$ cat src/hw/rtl/swsm_pkg.sv
`timescale 1ns / 1ps
`default_nettype none

package swsm_pkg;

  localparam int unsigned NumDigits = 3;
  localparam int unsigned DigitW    = 4;
  localparam int unsigned PosW      = 2;
  localparam int unsigned SegW      = 7;
  localparam int unsigned EnW       = 3;
  localparam int unsigned ReloadW   = 8;

  localparam logic [ReloadW-1:0] ReloadReset = 8'd20;
  localparam logic [DigitW-1:0]  DigitMax    = 4'd9;

  // Digit positions in scan order.
  localparam logic [PosW-1:0] POS_ONES     = 2'd0;
  localparam logic [PosW-1:0] POS_TENS     = 2'd1;
  localparam logic [PosW-1:0] POS_HUNDREDS = 2'd2;

  // Index into the BCD digit vector.
  localparam int unsigned IdxOnes     = 0;
  localparam int unsigned IdxTens     = 1;
  localparam int unsigned IdxHundreds = 2;

  typedef logic [NumDigits-1:0][DigitW-1:0] bcd_t;

  // What the core hands to the display register for one request.
  typedef struct packed {
    logic [DigitW-1:0] digit;
    logic [PosW-1:0]   pos;
  } swsm_disp_t;

  function automatic logic [SegW-1:0] seg_decode(input logic [DigitW-1:0] d);
    logic [SegW-1:0] s;
    case (d)
      4'h0:    s = 7'h3F;
      4'h1:    s = 7'h06;
      4'h2:    s = 7'h5B;
      4'h3:    s = 7'h4F;
      4'h4:    s = 7'h66;
      4'h5:    s = 7'h6D;
      4'h6:    s = 7'h7D;
      4'h7:    s = 7'h07;
      4'h8:    s = 7'h7F;
      4'h9:    s = 7'h6F;
      4'hA:    s = 7'h77;
      4'hB:    s = 7'h7C;
      4'hC:    s = 7'h39;
      4'hD:    s = 7'h5E;
      4'hE:    s = 7'h79;
      default: s = 7'h71;
    endcase
    return s;
  endfunction

  function automatic logic [EnW-1:0] pos_enable(input logic [PosW-1:0] p);
    logic [EnW-1:0] e;
    case (p)
      POS_TENS:     e = 3'b010;
      POS_HUNDREDS: e = 3'b100;
      default:      e = 3'b001;
    endcase
    return e;
  endfunction

endpackage

`default_nettype wire

$ cat src/hw/rtl/stopwatch_seven_segment_mux.sv
// A result appears on the master side in the cycle after its request is accepted.
// Throughput: one request per cycle; the single output register is refilled in the
// same cycle its result is taken, so the slave side only stalls while the master does.
// Reset (rst_ni, asynchronous, active low) clears counters, flags, digit position and
// output valid, and loads the prescaler and its reload register with 20.
`timescale 1ns / 1ps
`default_nettype none

module stopwatch_seven_segment_mux import swsm_pkg::*; (
  input  wire logic        clk_i,
  input  wire logic        rst_ni,
  // Slave stream.
  input  wire logic        s_axis_tvalid,
  output logic             s_axis_tready,
  input  wire logic [7:0]  s_axis_tdata,   // [0] button_level, [7:1] zero
  // Master stream.
  output logic             m_axis_tvalid,
  input  wire logic        m_axis_tready,
  output logic [15:0]      m_axis_tdata,   // [6:0] segment_pattern, [9:7] digit_enable
  // Configuration.
  input  wire logic        psel,
  input  wire logic        penable,
  input  wire logic        pwrite,
  input  wire logic [2:0]  paddr,
  input  wire logic [31:0] pwdata,
  output logic [31:0]      prdata,
  output logic             pready
);

  localparam logic [2:0] AddrReload = 3'd0;

  logic [ReloadW-1:0] reload_q;
  logic               accept;
  swsm_disp_t         disp;
  logic [SegW-1:0]    seg;
  logic [EnW-1:0]     en;

  assign pready = 1'b1;

  always_ff @(posedge clk_i or negedge rst_ni) begin
    if (!rst_ni) begin
      reload_q <= ReloadReset;
    end else if (psel && penable && pwrite && pready && (paddr == AddrReload)) begin
      reload_q <= pwdata[ReloadW-1:0];
    end
  end

  assign prdata = (paddr == AddrReload) ? {{(32 - ReloadW){1'b0}}, reload_q} : '0;

  assign s_axis_tready = ~m_axis_tvalid | m_axis_tready;
  assign accept        = s_axis_tvalid & s_axis_tready;

  swsm_core u_core (
    .clk_i          (clk_i),
    .rst_ni         (rst_ni),
    .accept_i       (accept),
    .button_level_i (s_axis_tdata[0]),
    .reload_i       (reload_q),
    .disp_o         (disp)
  );

  swsm_display u_display (
    .clk_i     (clk_i),
    .rst_ni    (rst_ni),
    .load_i    (accept),
    .disp_i    (disp),
    .m_ready_i (m_axis_tready),
    .m_valid_o (m_axis_tvalid),
    .seg_o     (seg),
    .en_o      (en)
  );

  assign m_axis_tdata = {6'b0, en, seg};

endmodule

`default_nettype wire

$ cat src/hw/rtl/swsm_core.sv
`timescale 1ns / 1ps
`default_nettype none

module swsm_core import swsm_pkg::*; (
  input  wire logic               clk_i,
  input  wire logic               rst_ni,
  input  wire logic               accept_i,
  input  wire logic               button_level_i,
  input  wire logic [ReloadW-1:0] reload_i,
  output swsm_disp_t              disp_o
);

  logic [ReloadW-1:0] presc_q, presc_d, presc_dec;
  bcd_t               tenths_q, tenths_d;
  bcd_t               shown_q, shown_d;
  logic               running_q, running_d;
  logic               frozen_q, frozen_d;
  logic [PosW-1:0]    pos_q, pos_d;
  logic               wrap;
  logic               all_nines;

  always_comb begin
    running_d = running_q;
    frozen_d  = frozen_q;
    if (!button_level_i && !running_q) begin
      running_d = 1'b1;
    end else if (running_q && button_level_i) begin
      frozen_d = 1'b1;
    end else begin
      frozen_d = 1'b0;
    end
  end

  // Down counter that wraps; a reload of zero gives a 256-tick period.
  assign presc_dec = presc_q - 1'b1;
  assign wrap      = (presc_dec == '0);
  assign presc_d   = wrap ? reload_i : presc_dec;

  // The tenths count is kept in BCD, so 999 rolling over to 0 is the all-nines case.
  assign all_nines = (tenths_q[IdxOnes] == DigitMax) && (tenths_q[IdxTens] == DigitMax) &&
                     (tenths_q[IdxHundreds] == DigitMax);

  always_comb begin
    tenths_d = tenths_q;
    if (wrap && running_d) begin
      if (all_nines) begin
        tenths_d = '0;
      end else if (tenths_q[IdxOnes] != DigitMax) begin
        tenths_d[IdxOnes] = tenths_q[IdxOnes] + 1'b1;
      end else if (tenths_q[IdxTens] != DigitMax) begin
        tenths_d[IdxOnes] = '0;
        tenths_d[IdxTens] = tenths_q[IdxTens] + 1'b1;
      end else begin
        tenths_d[IdxOnes]     = '0;
        tenths_d[IdxTens]     = '0;
        tenths_d[IdxHundreds] = tenths_q[IdxHundreds] + 1'b1;
      end
    end
  end

  assign shown_d = frozen_d ? shown_q : tenths_d;

  always_comb begin
    unique case (pos_q)
      POS_ONES: pos_d = POS_TENS;
      POS_TENS: pos_d = POS_HUNDREDS;
      default:  pos_d = POS_ONES;
    endcase
  end

  always_comb begin
    disp_o.pos = pos_d;
    case (pos_d)
      POS_ONES: disp_o.digit = shown_d[IdxOnes];
      POS_TENS: disp_o.digit = shown_d[IdxTens];
      default:  disp_o.digit = shown_d[IdxHundreds];
    endcase
  end

  always_ff @(posedge clk_i or negedge rst_ni) begin
    if (!rst_ni) begin
      presc_q   <= ReloadReset;
      tenths_q  <= '0;
      shown_q   <= '0;
      running_q <= 1'b0;
      frozen_q  <= 1'b0;
      pos_q     <= POS_ONES;
    end else if (accept_i) begin
      presc_q   <= presc_d;
      tenths_q  <= tenths_d;
      shown_q   <= shown_d;
      running_q <= running_d;
      frozen_q  <= frozen_d;
      pos_q     <= pos_d;
    end
  end

  a_pos_legal: assert property (@(posedge clk_i) disable iff (!rst_ni)
    pos_q == POS_ONES || pos_q == POS_TENS || pos_q == POS_HUNDREDS)
    else $error("digit position out of range");

  a_frozen_running: assert property (@(posedge clk_i) disable iff (!rst_ni)
    frozen_q |-> running_q)
    else $error("display frozen before the stopwatch started");

  a_running_sticky: assert property (@(posedge clk_i) disable iff (!rst_ni)
    running_q |=> running_q)
    else $error("running flag cleared");

  a_bcd_legal: assert property (@(posedge clk_i) disable iff (!rst_ni)
    tenths_q[IdxOnes] <= DigitMax && tenths_q[IdxTens] <= DigitMax &&
    tenths_q[IdxHundreds] <= DigitMax && shown_q[IdxOnes] <= DigitMax &&
    shown_q[IdxTens] <= DigitMax && shown_q[IdxHundreds] <= DigitMax)
    else $error("BCD digit above nine");

  a_frozen_holds: assert property (@(posedge clk_i) disable iff (!rst_ni)
    (accept_i && frozen_d) |=> $stable(shown_q))
    else $error("shown value moved while frozen");

endmodule

`default_nettype wire

$ cat src/hw/rtl/swsm_display.sv
`timescale 1ns / 1ps
`default_nettype none

module swsm_display import swsm_pkg::*; (
  input  wire logic           clk_i,
  input  wire logic           rst_ni,
  input  wire logic           load_i,
  input  wire swsm_disp_t     disp_i,
  input  wire logic           m_ready_i,
  output logic                m_valid_o,
  output logic [SegW-1:0]     seg_o,
  output logic [EnW-1:0]      en_o
);

  logic            valid_q, valid_d;
  logic [SegW-1:0] seg_q;
  logic [EnW-1:0]  en_q;

  // A new request may overwrite the result in the same cycle it is taken.
  assign valid_d = load_i | (valid_q & ~m_ready_i);

  always_ff @(posedge clk_i or negedge rst_ni) begin
    if (!rst_ni) begin
      valid_q <= 1'b0;
    end else begin
      valid_q <= valid_d;
    end
  end

  always_ff @(posedge clk_i) begin
    if (load_i) begin
      seg_q <= seg_decode(disp_i.digit);
      en_q  <= pos_enable(disp_i.pos);
    end
  end

  assign m_valid_o = valid_q;
  assign seg_o     = seg_q;
  assign en_o      = en_q;

  a_no_overwrite: assert property (@(posedge clk_i) disable iff (!rst_ni)
    (valid_q && !m_ready_i) |-> !load_i)
    else $error("result overwritten while stalled");

  a_en_onehot: assert property (@(posedge clk_i) disable iff (!rst_ni)
    valid_q |-> $onehot(en_q))
    else $error("digit enable not one-hot");

  a_load_valid: assert property (@(posedge clk_i) disable iff (!rst_ni)
    load_i |=> valid_q)
    else $error("loaded result not marked valid");

endmodule

`default_nettype wire

$ cat config.mk
export PLATFORM = sky130hd
export DESIGN_NAME = stopwatch_seven_segment_mux
export DESIGN_NICKNAME = d
export VERILOG_FILES = /design/src/hw/rtl/swsm_pkg.sv /design/src/hw/rtl/stopwatch_seven_segment_mux.sv /design/src/hw/rtl/swsm_core.sv /design/src/hw/rtl/swsm_display.sv
export SDC_FILE = /design/constraint.sdc
export NUM_CORES = 1
export LEC_CHECK = 0
export BUFFER_PORTS_ARGS = -buffer_cell sky130_fd_sc_hd__buf_2
export CAP_MARGIN = 20
export CORE_MARGIN = 2
export CORE_UTILIZATION = 50
export CTS_BUF_LIST = sky130_fd_sc_hd__clkbuf_8 sky130_fd_sc_hd__clkbuf_16
export CTS_CLUSTER_SIZE = 30
export DETAILED_ROUTE_END_ITERATION = 8
export PLACE_DENSITY = 0.8
export SLEW_MARGIN = 20
export SYNTH_ARGS = -nofsm -noshare
export SYNTH_HDL_FRONTEND = slang
export SYNTH_SLANG_ARGS = --single-unit
$ cat constraint.sdc
create_clock -name clk_i -period 8.9 [get_ports clk_i]
set_input_delay 0.89 -clock clk_i [delete_from_list [all_inputs] [get_ports clk_i]]
set_output_delay 0.89 -clock clk_i [all_outputs]
set_load 0.02 [all_outputs]
* After elaboration in Yosys (flattened, before gate mapping) *
Memory sizes are Yosys's and may differ from the RTL's. A register that Yosys moved wholly into a read port is not among the register bits.
Index checks and enable logic that the tools add are counted.

word-level totals
  register bits = 48
  latch bits = 0
  memory bits (writable) = 0
  bits in read-only memories = 112
  bits of input ports = 50
  output and inout port bits = 51
  word-level logic and storage cells = 61
  memories = 1

memories
  name              words  bits a word  rd ports  clocked after memory_dff  write ports  RTL line        RTL
  (name not given)  16     7            1         1                         0            swsm_pkg.sv:36  case (d)

operators by class
  $add $sub $neg = 4
  multipliers = 0
  divide/modulo/power cells = 0
  order comparisons = 0
  equal/unequal tests = 8
  shifts and indexed selects = 0
  muxes and demuxes = 15
  bitwise logic cells = 6
  reductions and logical operators = 14

operator list
  kind                   number
  $mux W12               3
  $mux W8                4
  $add A4 B1 Y4 const B  3
  $eq A4 B4 Y1 const B   3
  $logic_and A1 B1 Y1    8
  $logic_not A8 Y1       1
  $mux W4                2
  $ne A4 B4 Y1 const B   2
  $pmux W4 S2            1
  $sub A8 B1 Y8 const B  1
  $pmux W3 S2            1
  $eq A2 B1 Y1 const B   2
  $logic_not A2 Y1       2
  $pmux W2 S2            1
  $logic_not A3 Y1       1
  $mux W1                3
  $and A1 B1 Y1          2
  $eq A2 B2 Y1 const B   1
  $logic_not A1 Y1       2
  $not A1 Y1             2
  $or A1 B1 Y1           2

* Depth between registers and ports, before layout *
  word-level depth = 7
  mapped depth = 15
  gate-level depth less buffers = 14

* Modules after synthesis *
A second synthesis with hierarchy kept.

second synthesis, totals
  cells, all modules = 389
  area total of the unflattened synthesis = 3739.8 um^2

modules (own cells, without submodules)
  module                       times used  cells each  area each (um^2)  sequential area each (um^2)
  swsm_core                    1           277         2404.8            903.4
  stopwatch_seven_segment_mux  1           62          683.2             202.7
  swsm_display                 1           50          651.9             325.3

* Worst setup path after synthesis *
Ideal clock, no wire load.

  path type = reg-to-reg
  start = reg u_core.presc_q[0]
  end = reg u_display.seg_q[0], in the netlist u_display.seg_o[0] (data pin)
  arrival = 3.597 ns
  data required time = 8.742 ns
  path slack = 5.145 ns
  stages on the path, launching flop included = 15
  period minus slack after synthesis = 3.755 ns
  cell sequence = dfrtp_1 > inv_1 > ha_1 > nor3b_1 > nand2_1 > xnor2_1 > nor4_2 > nand2_1 > mux2i_1 > o22ai_1 > a21oi_1 > inv_1 > ha_1 > or3b_1 > o211ai_1

on the way
  longest elaborated chain between the ends = 6

ends and longest elaborated chain
  what                    RTL line            RTL
  start, declared         swsm_core.sv:13     logic [ReloadW-1:0] presc_q, presc_d, presc_dec;
  start signal, assigned  swsm_core.sv:82     presc_q <= ReloadReset;
  start signal, assigned  swsm_core.sv:89     presc_q <= presc_d;
  $sub A8 B1 Y8           swsm_core.sv:35     assign presc_dec = presc_q - 1'b1;
  $logic_not A8 Y1        swsm_core.sv:36     assign wrap = (presc_dec == '0);
  $logic_and A1 B1 Y1     swsm_core.sv:45     if (wrap && running_d) begin
  $mux W12                swsm_core.sv:45
  $mux W12                swsm_core.sv:61     assign shown_d = frozen_d ? shown_q : tenths_d;
  $pmux W4 S2             swsm_core.sv:73     case (pos_d)
  end, declared           swsm_display.sv:16  logic [SegW-1:0] seg_q;

Every way passes these cells.
A chain may end at the register's enable or synchronous reset.

* Worst setup path after layout *
Ends and elaborated chain as after synthesis.

==> impl_metrics.toml <==
[run_status]
status = "complete, no violations"

[timing]
finClkSkew_ns = 0.00994
tightest_slew_ns = 0.950
tns_ns = 0
rsz0062_at_grt = "no"
finalCritPeriodShare = 0.503
max_freq_mhz = 223
fin_crit_ns = 4.48
fin_hold_ws_ns = 0.492
setup_viol = 0
finalMaxSlewViolations = 0
hold_violations = 0
relSlewSlack = 0.367

[synth]
synth_area_sq_um = 3650
syn_avg_cell_area_sq_um = 9.22
synthXorXnorAreaFrac = 0.00720
ys_types = 66
yosys.area.top_type_share = 0.281
yosys-top-cells-count = "47 x nand2_1, 41 x dfrtp_1, 36 x nor2_1"
synthArstFlopShare = 0.818
yosysMostFrequentCell = "nand2_1"
synth_compound_area_frac = 0.156
ys_top_cells_by_area = "dfrtp_1 28%, edfxtp_1 8.2%, buf_4 6.4%"
yosys.area.top_type = "dfrtp_1"
ys_ff_latch = 55
synth-main-ff-cell = "dfrtp_1"
synth_top_family_by_area = "simple AND/OR/NAND/NOR gates"
yosysSeqAreaShare = 0.392
synth_edf_count = 10
synthMuxAreaShare = 0.0771
ys_warn_count = 0
synth_adder_area_share = 0.0549
synthCells = 396
synth-simple-area-share = 0.204

[power]
net-switching-power_mw = 0.327
clkPwrFrac = 0.194
combPwrFrac = 0.368
internal-power_mw = 0.524
p_seq_frac = 0.438
totalPowerFinal_mw = 0.850
power_density_nw_per_um2 = 220
peakVddDrop_v = 0.0000882
p_leak_nw = 1.69
swShare = 0.384

[critical_path]
rr_endpoint = "u_display.seg_o[0]$_DFFE_PP_"
path_class = "reg -> reg"
crit_chain = "inv_1 > ha_1 > nor3b_1 > nand2_1 > xnor2_1 > nor4_1 > nor2_1 > a211oi_1 > o22ai_1 > a21oi_1 > inv_1 > ha_1 > or3b_1 > o211ai_1"
cp-start-kind = "flip-flop"
critPathRequiredTime_ns = 9.07
slowest_delay_ns = 0.77
critPathCaptureType = "flip-flop"
ff2ff_setup_slack_ns = 4.42
arrival_ns = 4.64
ff2ff_path_depth = 14
slowest_stage = "nor4_1"
reg2reg_from = "u_core.presc_q[0]$_DFFE_PN0P_"
timing.critical_path.buf_inv = 2
worst-path-max-fanout = 6
worst_path_dominant_cell_family = "simple AND/OR/NAND/NOR gates"
cp_num_cells = 14

[clock_tree]
clk_latency_ns = 0.32
root_buffer = "clkbuf_8"
cts_max_path_buffers = 2
cts_resized = 0
cts_setup_buffers = 0
holdBufCountCts = 0
clk_transition_reported_paths_ns = 0.10
numClockSinks = 55
cts-htree-levels = 2
cts_tree = "yes"
cts_buffers = 5

[detailed_routing]
drt_wl_total_um = 7550
drc = 0
drt_pre_antenna_iters = 4
first_iter_violations = 239
wl_per_cell_um = 14.4
postRouteAntennaNets = 0
post_drt_via_cell_ratio = 5.50
num_vias = 2877

[die]
start_util = 0.509
die_height_um = 89.4
die_w_um = 89.4
io_pins = 101
coreArea_sq_um = 7180
die-area_sq_um = 8000
rows = 31

[run]
max-cap-violations = 0

[layout]
multi_input_area_sq_um = 1940
layout.nets = 489
layout.core_utilization = 0.537
area_growth_pct = 5.66
design_area_sq_um = 3860
drive_gt1_frac = 0.170
seq_area_sq_um = 1430
fillers = 649
antenna_cells = 0

[global_routing]
grt_pass1_wl_um = 12900
grt_usage = 0.204
overflow = 0
antenna_found_initial = 0
grt_max_degree = 46
grt_pass1_vias = 2719

[placed_design]
placed_area_sq_um = 3740
dpl.hpwl_um = 5430
gp_congestion = 0.828
io_buffer_count = 38

[hold_path]
hp-class = "reg -> reg"
hold_start = "u_core.shown_q[9]$_DFFE_PN0P_"
hold_path_depth = 2
whs_endpoint = "u_core.shown_q[9]$_DFFE_PN0P_"
## registers in the layout, indices dropped and copies added (netlist names)
signal	flops
u_display.m_valid_o	1
u_core.frozen_q	1
u_core.tenths_q	12
u_core.shown_q	12
u_display.en_o	3
u_display.seg_o	7
u_core.presc_q	8
u_core.pos_q	2
u_core.running_q	1
reload_q	8
## layout make-up
| type | count | share of cell area |
|---|---|---|
| multi-input cells | 308 | 0.503 |
| flip-flops and latches | 55 | 0.371 |
| clock inverters | 3 | 0.0107 |
| well taps | 99 | 0.0321 |
| repair buffers | 39 | 0.0519 |
| clock buffers | 5 | 0.0178 |
| inverters | 14 | 0.0136 |
## placed cells by master, fill, tap and decap left out, types with 8 or more instances in the layout
cell	n
a21oi_1	18
and2_1	10
buf_2	37
conb_1	31
dfrtp_1	41
edfxtp_1	10
ha_1	16
inv_1	15
mux2_2	14
mux2i_1	9
nand2_1	47
nand3_1	8
nor2_1	36
nor3_1	13
o21ai_0	24
## worst max-delay path by stage
| stage | startpoint | to | slack [ns] |
|---|---|---|---|
| after global placement | u_core.presc_q[0]$_DFFE_PN0P_ | u_display.seg_o[6]$_DFFE_PP_ | 4.52 |
| after global routing | u_core.presc_q[0]$_DFFE_PN0P_ | u_display.seg_o[0]$_DFFE_PP_ | 3.99 |
| after floorplan | u_core.presc_q[0]$_DFFE_PN0P_ | u_display.seg_o[0]$_DFFE_PP_ | 5.15 |
| after CTS | u_core.presc_q[0]$_DFFE_PN0P_ | u_display.seg_o[0]$_DFFE_PP_ | 4.41 |
| final | u_core.presc_q[0]$_DFFE_PN0P_ | u_display.seg_o[0]$_DFFE_PP_ | 4.42 |
| after detailed placement | u_core.presc_q[0]$_DFFE_PN0P_ | u_display.seg_o[6]$_DFFE_PP_ | 4.45 |
## through the flow
step           instances  setup slack (ns)
2_1_floorplan        425              5.15
3_3_place_gp         515              4.52
3_5_place_dp         515              4.45
4_1_cts              523              4.41
5_1_grt              523              3.99
6_report             523              4.42
## worst register-to-register path, cell delays in order (launching register included)
cell and delay [ns]:
dfrtp_1 0.45, inv_1 0.10, ha_1 0.21, nor3b_1 0.50
nand2_1 0.14, xnor2_1 0.25, nor4_1 0.77, nor2_1 0.14
a211oi_1 0.36, o22ai_1 0.13, a21oi_1 0.39, inv_1 0.15
ha_1 0.27, or3b_1 0.40, o211ai_1 0.10
## power groups by stage
stage               Combinational (mW)  Clock (mW)  Sequential, mW
floorplan                        0.269           0           0.370
global placement                 0.298           0           0.371
detailed placement               0.309           0           0.376
CTS                              0.311       0.166           0.371
global route                     0.353       0.178           0.382
finish                           0.313       0.165           0.372
## metal layers
layer  track usage  vias up  part of all wire
met4        0.0556        0             0.014
li1              -     1396                 -
met5             0        -                 0
met1         0.279     1373              0.44
met2         0.339       99              0.48
met3        0.0314        9             0.061
## cell families (layout without fill, tap and decap cells)
logic type	Yosys count	after routing
xor+xnor	3	3
compound gates	86	86
mux	26	26
buf+inv	62	61
fa+ha+maj	16	16
simple gates	146	146
flops	55	55
other cells	2	31
(Power assumes the default switching activity.)
